## config.mk

```make
export PLATFORM = sky130hd
export DESIGN_NAME = ctc_greedy_sequence_accuracy_top
export DESIGN_NICKNAME = d
export VERILOG_FILES = /design/src/design/ctcgsa_pkg.sv /design/src/design/ctcgsa_ram.sv /design/src/design/ctcgsa_div.sv /design/src/design/ctc_greedy_sequence_accuracy_top.sv
export SDC_FILE = /design/constraint.sdc
export NUM_CORES = 2
export LEC_CHECK = 0
export BUFFER_PORTS_ARGS = -buffer_cell sky130_fd_sc_hd__clkbuf_2
export CORE_MARGIN = 2
export CORE_UTILIZATION = 35
export DETAILED_ROUTE_END_ITERATION = 8
export SYNTH_ARGS = -nofsm -noshare
export SYNTH_HDL_FRONTEND = slang
export SYNTH_SLANG_ARGS = --single-unit
```

## constraint.sdc

```tcl
create_clock -name clk -period 15.95 [get_ports clk]
set_clock_uncertainty 0.1 [all_clocks]
set_input_delay 0.7975 -clock clk [delete_from_list [all_inputs] [get_ports clk]]
set_output_delay 0.7975 -clock clk [all_outputs]
set_load 0.005 [all_outputs]
```

## src/design/ctcgsa_pkg.sv

```systemverilog
// shared types and constants of the ctc greedy sequence accuracy block
`default_nettype none
package ctcgsa_pkg;

  // default sizes of the block
  localparam int MAX_STEPS_DEF   = 256;
  localparam int MAX_CLASSES_DEF = 4096;
  localparam int MAX_LABELS_DEF  = 256;

  // fixed field widths
  localparam int SCORE_BITS = 16;
  localparam int LABEL_BITS = 12;
  localparam int CNT16_BITS = 16;
  localparam int ACC_BITS   = 17;

  // configuration port
  localparam int CFG_IDX_BITS  = 3;
  localparam int CFG_DATA_BITS = 16;

  localparam logic [CFG_IDX_BITS-1:0] CFG_BLANK_LABEL   = 3'd0;
  localparam logic [CFG_IDX_BITS-1:0] CFG_ALPHABET_SIZE = 3'd1;
  localparam logic [CFG_IDX_BITS-1:0] CFG_TIME_STEPS    = 3'd2;
  localparam logic [CFG_IDX_BITS-1:0] CFG_LABEL_LENGTH  = 3'd3;
  localparam logic [CFG_IDX_BITS-1:0] CFG_BATCH_SIZE    = 3'd4;

  // item kinds
  localparam logic CMD_SCORE = 1'b0;
  localparam logic CMD_TRUTH = 1'b1;

  // divider: one quotient bit per cycle
  localparam int DIV_STEPS     = 16;
  localparam int DIV_CNT_BITS  = $clog2(DIV_STEPS + 1);
  localparam logic [ACC_BITS-1:0] ACC_ONE = 17'h10000;

  typedef struct packed {
    logic                          cmd;
    logic signed [SCORE_BITS-1:0]  score;
    logic [LABEL_BITS-1:0]         truth_label;
  } in_item_t;

  typedef struct packed {
    logic                  sample_hit;
    logic [CNT16_BITS-1:0] hits_so_far;
    logic [CNT16_BITS-1:0] sample_number;
    logic [ACC_BITS-1:0]   accuracy_q16;
    logic                  batch_done;
  } out_item_t;

  typedef struct packed {
    logic                  start;
    logic [CNT16_BITS-1:0] num;
    logic [CNT16_BITS-1:0] den;
  } div_req_t;

endpackage
`default_nettype wire

```

## src/design/ctcgsa_ram.sv

```systemverilog
// generic single write port ram with registered read
`default_nettype none
module ctcgsa_ram #(
  parameter int WIDTH = 12,
  parameter int DEPTH = 256,
  localparam int AW = (DEPTH > 1) ? $clog2(DEPTH) : 1
) (
  input  wire logic             clk,
  input  wire logic             we,
  input  wire logic [AW-1:0]    waddr,
  input  wire logic [WIDTH-1:0] wdata,
  input  wire logic [AW-1:0]    raddr,
  output logic      [WIDTH-1:0] rdata
);

  logic [WIDTH-1:0] mem [DEPTH];

  always_ff @(posedge clk) begin
    if (we) begin
      mem[waddr] <= wdata;
    end
    rdata <= mem[raddr];
  end

endmodule
`default_nettype wire

```

## src/design/ctcgsa_div.sv

```systemverilog
// restoring divider for the q1.16 accuracy, one quotient bit per cycle
`default_nettype none
module ctcgsa_div (
  input  wire logic                clk,
  input  wire logic                rst_n,
  input  wire ctcgsa_pkg::div_req_t req,
  output logic                     done,
  output logic [ctcgsa_pkg::ACC_BITS-1:0] quo
);

  localparam int NW = ctcgsa_pkg::CNT16_BITS;

  logic                                busy_r, busy_nxt;
  logic                                done_r, done_nxt;
  logic                                sat_r, sat_nxt;
  logic [ctcgsa_pkg::DIV_CNT_BITS-1:0] cnt_r, cnt_nxt;
  logic [NW:0]                         rem_r, rem_nxt;
  logic [NW-1:0]                       den_r, den_nxt;
  logic [NW-1:0]                       quo_r, quo_nxt;
  logic [NW:0]                         trial;
  logic                                qbit;

  always_comb begin
    busy_nxt = busy_r;
    done_nxt = 1'b0;
    sat_nxt  = sat_r;
    cnt_nxt  = cnt_r;
    rem_nxt  = rem_r;
    den_nxt  = den_r;
    quo_nxt  = quo_r;
    trial    = {rem_r[NW-1:0], 1'b0};
    qbit     = (trial >= {1'b0, den_r});
    if (req.start) begin
      den_nxt = req.den;
      quo_nxt = '0;
      if (req.num >= req.den) begin
        // ratio of one or more saturates at 1.0
        sat_nxt  = 1'b1;
        done_nxt = 1'b1;
        busy_nxt = 1'b0;
      end else begin
        sat_nxt  = 1'b0;
        rem_nxt  = {1'b0, req.num};
        cnt_nxt  = ctcgsa_pkg::DIV_CNT_BITS'(ctcgsa_pkg::DIV_STEPS);
        busy_nxt = 1'b1;
      end
    end else if (busy_r) begin
      rem_nxt = qbit ? (trial - {1'b0, den_r}) : trial;
      quo_nxt = {quo_r[NW-2:0], qbit};
      cnt_nxt = cnt_r - 1'b1;
      if (cnt_r == ctcgsa_pkg::DIV_CNT_BITS'(1)) begin
        busy_nxt = 1'b0;
        done_nxt = 1'b1;
      end
    end
  end

  always_ff @(posedge clk) begin
    if (!rst_n) begin
      busy_r <= 1'b0;
      done_r <= 1'b0;
      sat_r  <= 1'b0;
      cnt_r  <= '0;
    end else begin
      busy_r <= busy_nxt;
      done_r <= done_nxt;
      sat_r  <= sat_nxt;
      cnt_r  <= cnt_nxt;
    end
    rem_r <= rem_nxt;
    den_r <= den_nxt;
    quo_r <= quo_nxt;
  end

  assign done = done_r;
  assign quo  = sat_r ? ctcgsa_pkg::ACC_ONE : {1'b0, quo_r};

endmodule
`default_nettype wire

```

## src/design/ctc_greedy_sequence_accuracy_top.sv

```systemverilog
// ctc greedy decode and sequence accuracy, top level
// flow: score and truth transfers are taken one per cycle when not stalled; the input
//   stalls after the last score of a sample while the decoded store read is primed
// a sample result appears the cycle after its last truth transfer; on the last
//   sample of a batch it waits for the divider, which skips its steps when saturated
// the divider, one quotient bit per cycle, sets the per batch overhead
// reset: synchronous active low; control and counters clear, config registers
//   return to their defaults
`default_nettype none
module ctc_greedy_sequence_accuracy_top #(
  parameter int MAX_STEPS   = ctcgsa_pkg::MAX_STEPS_DEF,
  parameter int MAX_CLASSES = ctcgsa_pkg::MAX_CLASSES_DEF,
  parameter int MAX_LABELS  = ctcgsa_pkg::MAX_LABELS_DEF
) (
  input  wire logic                                 clk,
  input  wire logic                                 rst_n,
  // input channel
  input  wire logic                                 in_valid,
  output logic                                      in_stall,
  input  wire ctcgsa_pkg::in_item_t                 in_data,
  // result channel
  output logic                                      out_valid,
  input  wire logic                                 out_stall,
  output ctcgsa_pkg::out_item_t                     out_data,
  // configuration port
  input  wire logic                                 cfg_we,
  input  wire logic [ctcgsa_pkg::CFG_IDX_BITS-1:0]  cfg_idx,
  input  wire logic [ctcgsa_pkg::CFG_DATA_BITS-1:0] cfg_wdata
);

  localparam int LB = ctcgsa_pkg::LABEL_BITS;
  localparam int SB = ctcgsa_pkg::SCORE_BITS;
  localparam int NB = ctcgsa_pkg::CNT16_BITS;
  localparam int CW = $clog2(MAX_CLASSES + 1);   // class counter
  localparam int SW = $clog2(MAX_STEPS + 1);     // steps, decoded length, match index
  localparam int LW = $clog2(MAX_LABELS + 1);    // truth slots
  localparam int AW = (MAX_STEPS > 1) ? $clog2(MAX_STEPS) : 1;

  // sequencer states
  typedef enum logic [2:0] {
    ST_RUN   = 3'b001,   // taking score or truth transfers
    ST_PRIME = 3'b010,   // first read of the decoded store in flight
    ST_DIV   = 3'b100    // accuracy divide running
  } state_t;

  state_t state_r, state_nxt;

  // configuration registers
  logic [LB-1:0] blank_r;
  logic [12:0]   alph_r;
  logic [8:0]    tsteps_r;
  logic [8:0]    llen_r;
  logic [NB-1:0] batch_r;

  // per sample state
  logic signed [SB-1:0] best_score_r, best_score_nxt;
  logic [LB-1:0]        best_class_r, best_class_nxt;
  logic [CW-1:0]        cls_cnt_r, cls_cnt_nxt;
  logic [SW-1:0]        step_cnt_r, step_cnt_nxt;
  logic [LB-1:0]        prev_lbl_r, prev_lbl_nxt;
  logic [SW-1:0]        dec_len_r, dec_len_nxt;
  logic [LW-1:0]        slot_cnt_r, slot_cnt_nxt;
  logic [SW-1:0]        idx_r, idx_nxt;
  logic                 mis_r, mis_nxt;
  logic                 truth_r, truth_nxt;

  // per batch state
  logic [NB-1:0] sample_cnt_r, sample_cnt_nxt;
  logic [NB-1:0] hit_total_r, hit_total_nxt;

  // result held while the divider runs
  logic          pend_hit_r, pend_hit_nxt;
  logic [NB-1:0] pend_hits_r, pend_hits_nxt;
  logic [NB-1:0] pend_num_r, pend_num_nxt;

  // output register
  logic                 out_valid_r, out_valid_nxt;
  ctcgsa_pkg::out_item_t out_data_r, out_data_nxt;

  // limits after clamping
  logic [CW-1:0] cls_lim;
  logic [SW-1:0] step_lim;
  logic [LW-1:0] slot_lim;
  logic [NB-1:0] bat_lim;

  // store and divider hookup
  logic                  ram_we;
  logic [AW-1:0]         ram_waddr;
  logic [LB-1:0]         ram_wdata;
  logic [LB-1:0]         ram_rdata;
  ctcgsa_pkg::div_req_t  div_req;
  logic                  div_done;
  logic [ctcgsa_pkg::ACC_BITS-1:0] div_quo;

  // scratch
  logic          accept;
  logic          take;
  logic [LB-1:0] cur_class;
  logic [LB-1:0] prev_cmp;
  logic          hit;
  logic [NB-1:0] hits_new;
  logic          batch_end;

  // register file writes
  always_ff @(posedge clk) begin
    if (!rst_n) begin
      blank_r  <= '0;
      alph_r   <= 13'd4096;
      tsteps_r <= 9'd256;
      llen_r   <= 9'd256;
      batch_r  <= 16'd1;
    end else if (cfg_we) begin
      unique case (cfg_idx)
        ctcgsa_pkg::CFG_BLANK_LABEL:   blank_r  <= cfg_wdata[LB-1:0];
        ctcgsa_pkg::CFG_ALPHABET_SIZE: alph_r   <= cfg_wdata[12:0];
        ctcgsa_pkg::CFG_TIME_STEPS:    tsteps_r <= cfg_wdata[8:0];
        ctcgsa_pkg::CFG_LABEL_LENGTH:  llen_r   <= cfg_wdata[8:0];
        ctcgsa_pkg::CFG_BATCH_SIZE:    batch_r  <= cfg_wdata;
        default: ;
      endcase
    end
  end

  // lengths clamped into [1, max]
  always_comb begin
    if (alph_r == '0) begin
      cls_lim = CW'(1);
    end else if (32'(alph_r) > 32'(MAX_CLASSES)) begin
      cls_lim = CW'(MAX_CLASSES);
    end else begin
      cls_lim = CW'(alph_r);
    end
    if (tsteps_r == '0) begin
      step_lim = SW'(1);
    end else if (32'(tsteps_r) > 32'(MAX_STEPS)) begin
      step_lim = SW'(MAX_STEPS);
    end else begin
      step_lim = SW'(tsteps_r);
    end
    if (llen_r == '0) begin
      slot_lim = LW'(1);
    end else if (32'(llen_r) > 32'(MAX_LABELS)) begin
      slot_lim = LW'(MAX_LABELS);
    end else begin
      slot_lim = LW'(llen_r);
    end
    bat_lim = (batch_r == '0) ? NB'(1) : batch_r;
  end

  // truth transfers wait while a result still sits in the output register
  assign in_stall = (state_r != ST_RUN) || (truth_r && out_valid_r);
  assign accept   = in_valid && !in_stall;

  always_comb begin
    state_nxt      = state_r;
    best_score_nxt = best_score_r;
    best_class_nxt = best_class_r;
    cls_cnt_nxt    = cls_cnt_r;
    step_cnt_nxt   = step_cnt_r;
    prev_lbl_nxt   = prev_lbl_r;
    dec_len_nxt    = dec_len_r;
    slot_cnt_nxt   = slot_cnt_r;
    idx_nxt        = idx_r;
    mis_nxt        = mis_r;
    truth_nxt      = truth_r;
    sample_cnt_nxt = sample_cnt_r;
    hit_total_nxt  = hit_total_r;
    pend_hit_nxt   = pend_hit_r;
    pend_hits_nxt  = pend_hits_r;
    pend_num_nxt   = pend_num_r;
    out_valid_nxt  = out_valid_r && out_stall;
    out_data_nxt   = out_data_r;
    ram_we         = 1'b0;
    ram_waddr      = dec_len_r[AW-1:0];
    ram_wdata      = '0;
    div_req        = '0;
    hit            = 1'b0;
    hits_new       = hit_total_r;
    batch_end      = 1'b0;

    // argmax update, tie keeps the lower class
    take      = (cls_cnt_r == '0) || (in_data.score > best_score_r);
    cur_class = take ? LB'(cls_cnt_r) : best_class_r;
    prev_cmp  = (step_cnt_r == '0) ? blank_r : prev_lbl_r;

    unique case (state_r)
      ST_RUN: begin
        if (accept && !truth_r && in_data.cmd == ctcgsa_pkg::CMD_SCORE) begin
          best_class_nxt = cur_class;
          if (take) begin
            best_score_nxt = in_data.score;
          end
          cls_cnt_nxt = cls_cnt_r + 1'b1;
          if (32'(cls_cnt_r) + 32'd1 >= 32'(cls_lim)) begin
            // end of a time step: collapse repeats, drop blanks
            if (cur_class != prev_cmp && cur_class != blank_r &&
                32'(dec_len_r) < 32'(MAX_STEPS)) begin
              ram_we      = 1'b1;
              ram_wdata   = cur_class;
              dec_len_nxt = dec_len_r + 1'b1;
            end
            prev_lbl_nxt   = cur_class;
            cls_cnt_nxt    = '0;
            best_score_nxt = {1'b1, {(SB-1){1'b0}}};
            best_class_nxt = '0;
            step_cnt_nxt   = step_cnt_r + 1'b1;
            if (32'(step_cnt_r) + 32'd1 >= 32'(step_lim)) begin
              truth_nxt    = 1'b1;
              slot_cnt_nxt = '0;
              idx_nxt      = '0;
              mis_nxt      = 1'b0;
              state_nxt    = ST_PRIME;
            end
          end
        end else if (accept && truth_r && in_data.cmd == ctcgsa_pkg::CMD_TRUTH) begin
          // ram_rdata holds the decoded entry at idx_r
          if (in_data.truth_label != blank_r) begin
            if (idx_r < dec_len_r && 32'(idx_r) < 32'(MAX_STEPS) &&
                ram_rdata == in_data.truth_label) begin
              idx_nxt = idx_r + 1'b1;
            end else begin
              mis_nxt = 1'b1;
            end
          end
          slot_cnt_nxt = slot_cnt_r + 1'b1;
          if (32'(slot_cnt_r) + 32'd1 >= 32'(slot_lim)) begin
            hit       = !mis_nxt && (idx_nxt == dec_len_r);
            hits_new  = hit_total_r + NB'(hit);
            batch_end = (32'(sample_cnt_r) + 32'd1 >= 32'(bat_lim));
            if (batch_end) begin
              pend_hit_nxt   = hit;
              pend_hits_nxt  = hits_new;
              pend_num_nxt   = sample_cnt_r;
              div_req.start  = 1'b1;
              div_req.num    = hits_new;
              div_req.den    = bat_lim;
              sample_cnt_nxt = '0;
              hit_total_nxt  = '0;
              state_nxt      = ST_DIV;
            end else begin
              out_valid_nxt              = 1'b1;
              out_data_nxt.sample_hit    = hit;
              out_data_nxt.hits_so_far   = hits_new;
              out_data_nxt.sample_number = sample_cnt_r;
              out_data_nxt.accuracy_q16  = '0;
              out_data_nxt.batch_done    = 1'b0;
              sample_cnt_nxt             = sample_cnt_r + 1'b1;
              hit_total_nxt              = hits_new;
            end
            // start of the next sample
            best_score_nxt = {1'b1, {(SB-1){1'b0}}};
            best_class_nxt = '0;
            cls_cnt_nxt    = '0;
            step_cnt_nxt   = '0;
            prev_lbl_nxt   = blank_r;
            dec_len_nxt    = '0;
            slot_cnt_nxt   = '0;
            idx_nxt        = '0;
            mis_nxt        = 1'b0;
            truth_nxt      = 1'b0;
          end
        end
      end
      ST_PRIME: begin
        state_nxt = ST_RUN;
      end
      ST_DIV: begin
        if (div_done) begin
          out_valid_nxt              = 1'b1;
          out_data_nxt.sample_hit    = pend_hit_r;
          out_data_nxt.hits_so_far   = pend_hits_r;
          out_data_nxt.sample_number = pend_num_r;
          out_data_nxt.accuracy_q16  = div_quo;
          out_data_nxt.batch_done    = 1'b1;
          state_nxt                  = ST_RUN;
        end
      end
      default: begin
        state_nxt = ST_RUN;
      end
    endcase
  end

  always_ff @(posedge clk) begin
    if (!rst_n) begin
      state_r      <= ST_RUN;
      best_score_r <= {1'b1, {(SB-1){1'b0}}};
      best_class_r <= '0;
      cls_cnt_r    <= '0;
      step_cnt_r   <= '0;
      prev_lbl_r   <= '0;
      dec_len_r    <= '0;
      slot_cnt_r   <= '0;
      idx_r        <= '0;
      mis_r        <= 1'b0;
      truth_r      <= 1'b0;
      sample_cnt_r <= '0;
      hit_total_r  <= '0;
      out_valid_r  <= 1'b0;
    end else begin
      state_r      <= state_nxt;
      best_score_r <= best_score_nxt;
      best_class_r <= best_class_nxt;
      cls_cnt_r    <= cls_cnt_nxt;
      step_cnt_r   <= step_cnt_nxt;
      prev_lbl_r   <= prev_lbl_nxt;
      dec_len_r    <= dec_len_nxt;
      slot_cnt_r   <= slot_cnt_nxt;
      idx_r        <= idx_nxt;
      mis_r        <= mis_nxt;
      truth_r      <= truth_nxt;
      sample_cnt_r <= sample_cnt_nxt;
      hit_total_r  <= hit_total_nxt;
      out_valid_r  <= out_valid_nxt;
    end
    pend_hit_r  <= pend_hit_nxt;
    pend_hits_r <= pend_hits_nxt;
    pend_num_r  <= pend_num_nxt;
    out_data_r  <= out_data_nxt;
  end

  // decoded sequence store, read ahead at the next match index
  ctcgsa_ram #(
    .WIDTH (LB),
    .DEPTH (MAX_STEPS)
  ) u_store (
    .clk   (clk),
    .we    (ram_we),
    .waddr (ram_waddr),
    .wdata (ram_wdata),
    .raddr (idx_nxt[AW-1:0]),
    .rdata (ram_rdata)
  );

  // accuracy divider
  ctcgsa_div u_div (
    .clk   (clk),
    .rst_n (rst_n),
    .req   (div_req),
    .done  (div_done),
    .quo   (div_quo)
  );

  assign out_valid = out_valid_r;
  assign out_data  = out_data_r;

endmodule
`default_nettype wire

```

==> out/results.ini <==
[timing]
rsz0062_at_grt=no
final_hold_viol_count=0
final-setup-viol-count=0
tightest_slew_ns=1.65
fin_crit_ns=8.64
slew_headroom_pct=-9.78
timing.final.max_slew_violations=63
period_share_pct=54.2
fin_ws_ns=7.31
tns_ns=0
max_freq_mhz=116

[yosys]
yosysMostFrequentCell=edfxtp_1
ys_seq_area_share_pct=72.3
avgSynthCellArea_um2=13.7
synth_top_family_by_area=simple AND/OR/NAND/NOR gates
yosys.area_share.simple_pct=11.4
synthMuxAreaShare_pct=5.45
synth_compound_area_share_pct=6.53
ys_warn_count=0
syn-cell-area_um2=138000
synth_cells=10100
ys_async_sr_fraction_pct=0
synth_largest_area_cell=edfxtp_1
synth_adder_area_share_pct=1.08
synth_cell_types=92
synth_nets=10300
synth_area_leaders=edfxtp_1, nand2_1, mux2i_1
synth_ff_type=edfxtp_1
synth_edf_count=3188
synth_common_cells=edfxtp_1, nand2_1, mux2i_1, nand3_1, nor2_1
synth_xor_area_share_pct=0.822
synth-seq-cells=3410
synth_top_cell_area_share_pct=69.1

[grt]
overflow=0
grt_pass1_vias=83100
antenna_found_initial=28
grt_pass1_wl_mm=573
grt_usage_pct=19.2
grt_start_max_net_pins=220

[flow_run]
max-cap-violations=0

[drt]
via_count=86700
antenna_left=0
drt-total-wl_mm=398
drtPass1Iterations=7
routedWlPerCell_um=25.3
drc_errors=0
viasPerCell=5.51
drt_iter0_drc=10300

[placement]
pre_cts_slack_ns=7.53
gp_congestion=0.895
post-dp-hpwl_mm=238
port_buffers=105

[clocking]
ctsResizeCount=0
numCtsBuffers=354
cts_buffer_depth=4
path_clk_slew_ns=0.06
clk_latency_ns=0.96
cts_root_buf=clkbuf_16
htreeDepth=5
tritoncts=built
clkSinkCount=3410

[critical_path]
crit_path_max_fanout=85
rr_startpoint=cls_cnt_r[0]
worstSetupPathType=register to register
arrival_ns=9.43
start_kind=register
r2r-end=u_store.rdata[4]
r2r_slack_ns=7.31
required_ns=16.74
worstRegToRegCells=24
critPathCaptureType=register

[final_layout]
post-route-util_pct=39.8
drive_gt1_share_pct=9.47
fillCellCount=36100
syn2layout_area_growth_pct=13.0
nNetsFinal=10400

[run_status]
outcome=finished, violations left
violations=slew limit

[power]
powerDensity_nw_per_um2=114
peakVddDrop_mv=0.0819
p_leak_nw=50.4

[die]
dieArea_um2=401000
rows=230
core_area_um2=393000
initial_core_util_pct=35.2
die_x_um=633
die_h_um=633
ios=106

[worst_hold_path]
hold_depth=3
min_to=best_score_r[2]
min_from=in_data[14]
min_path_type=primary input to register

-- placed cells by master (no fill, tap or decap), types with 59 or more instances in the layout --
master	instances
o21ai_0	148
nor4_1	113
edfxtp_1	3188
a211oi_1	93
a31oi_1	127
and3_1	150
ha_1	118
nand2_1	1863
mux2i_1	647
nor2_1	514
nand3_1	583
buf_4	221
nor3_1	80
o22ai_1	279
clkbuf_16	358
a311oi_1	59
inv_1	118
clkinv_1	69
xnor2_1	69
clkinv_2	72
dfxtp_1	222
clkbuf_1	73
clkbuf_2	106
a21oi_1	458
xor2_1	61
nand4_1	92
-- power breakdown --
| group | internal [mW] | switching [mW] |
|---|---|---|
| clock | 4.58 | 3.47 |
| sequential | 9.64 | 0.0114 |
| combinational | 0.0419 | 0.0815 |
-- how the worst max path moves through the flow --
stage / start / endpoint / slack (ns) / depth (start not counted)
floorplan: in_data[27] / u_store.mem[0][10] / 4.98 / 14
global placement: cls_cnt_r[0] / u_store.rdata[9] / 7.50 / 24
detailed placement: cls_cnt_r[0] / u_store.rdata[4] / 7.53 / 24
CTS: cls_cnt_r[0] / u_store.rdata[8] / 7.50 / 24
global route: cls_cnt_r[0] / u_store.rdata[8] / 6.80 / 24
finish: cls_cnt_r[0] / u_store.rdata[4] / 7.31 / 24
-- metal layers --
layer,global-route usage (%),share of wire [%]
met1,26.1,41
met2,30.3,46
met3,3.59,8.9
met4,7.66,4.2
met5,0,0.047
-- layout make-up --
type	instances	area [um2]	share of cell area, %
Clock buffer	448	9460	6.04
Tap cell	5220	6530	4.17
Multi-Input combinational cell	5963	35400	22.6
Clock inverter	194	1750	1.12
Inverter	122	460	0.294
Timing Repair Buffer	352	2660	1.70
Sequential cell	3410	100000	64.0
Antenna cell	14	35.0	0.0224
-- per-stage QoR --
| stage | cell area (um2) | total power, mW | hold WS (ns) | cells |
|---|---|---|---|---|
| detailed placement | 145000 | 9.96 | 0.351 | 15100 |
| global route | 156000 | 18.3 | 0.0688 | 15700 |
| finish | 156000 | 17.8 | 0.0703 | 15700 |
| CTS | 156000 | 17.9 | 0.0127 | 15700 |
| floorplan | 138000 | 9.91 | 0.306 | 10100 |
| global placement | 145000 | 9.96 | 0.334 | 15100 |
-- state kept, by name (all words and copies together), names as in the netlist, 12 cells and up --
name           cells
u_div.quo_r       16
u_store.rdata     12
out_data          51
u_div.den_r       16
sample_cnt_r      16
best_class_r      12
best_score_r      16
batch_r           16
u_div.rem_r       16
alph_r            13
hit_total_r       16
blank_r           12
u_store.mem     3072
cls_cnt_r         13
pend_num_r        16
prev_lbl_r        12
pend_hits_r       16
-- worst max-delay path, stage by stage (launching register included) --
cell and delay (ns):
dfxtp_1 0.46, ha_1 0.27, nand3_1 0.16, nor2_1 0.26, nand3_1 0.13, xnor2_1 0.22
ha_1 0.28, o21ai_0 0.16, o21ai_0 0.09, o2111ai_1 0.15, nor4b_2 0.33, and2_1 0.46
o21ai_4 0.10, buf_4 0.28, nand2_8 0.35, buf_4 0.62, buf_4 0.69, buf_4 0.78
buf_4 0.90, mux2i_1 0.17, a22oi_1 0.25, nand4_1 0.13, o21ai_0 0.26, nand4_1 0.49
nand4_1 0.25
-- cells by family after synthesis --
kind of cell             Yosys count
AO/OA/AOI/OAI                   1424
XOR/XNOR                         130
adder cells (fa/ha/maj)          119
buffers and inverters            741
flip-flops                      3410
multiplexers                     696
AND/OR/NAND/NOR                 3594
-- repair_timing --
item | 4_1_cts | 5_1_grt
hold buffers | 4 | 0
endpoints found under the setup margin | 0 | 0
buffers inserted | 0 | 0
endpoints found under the hold margin | 4 | 0
Power figures use the tool's default switching activity.
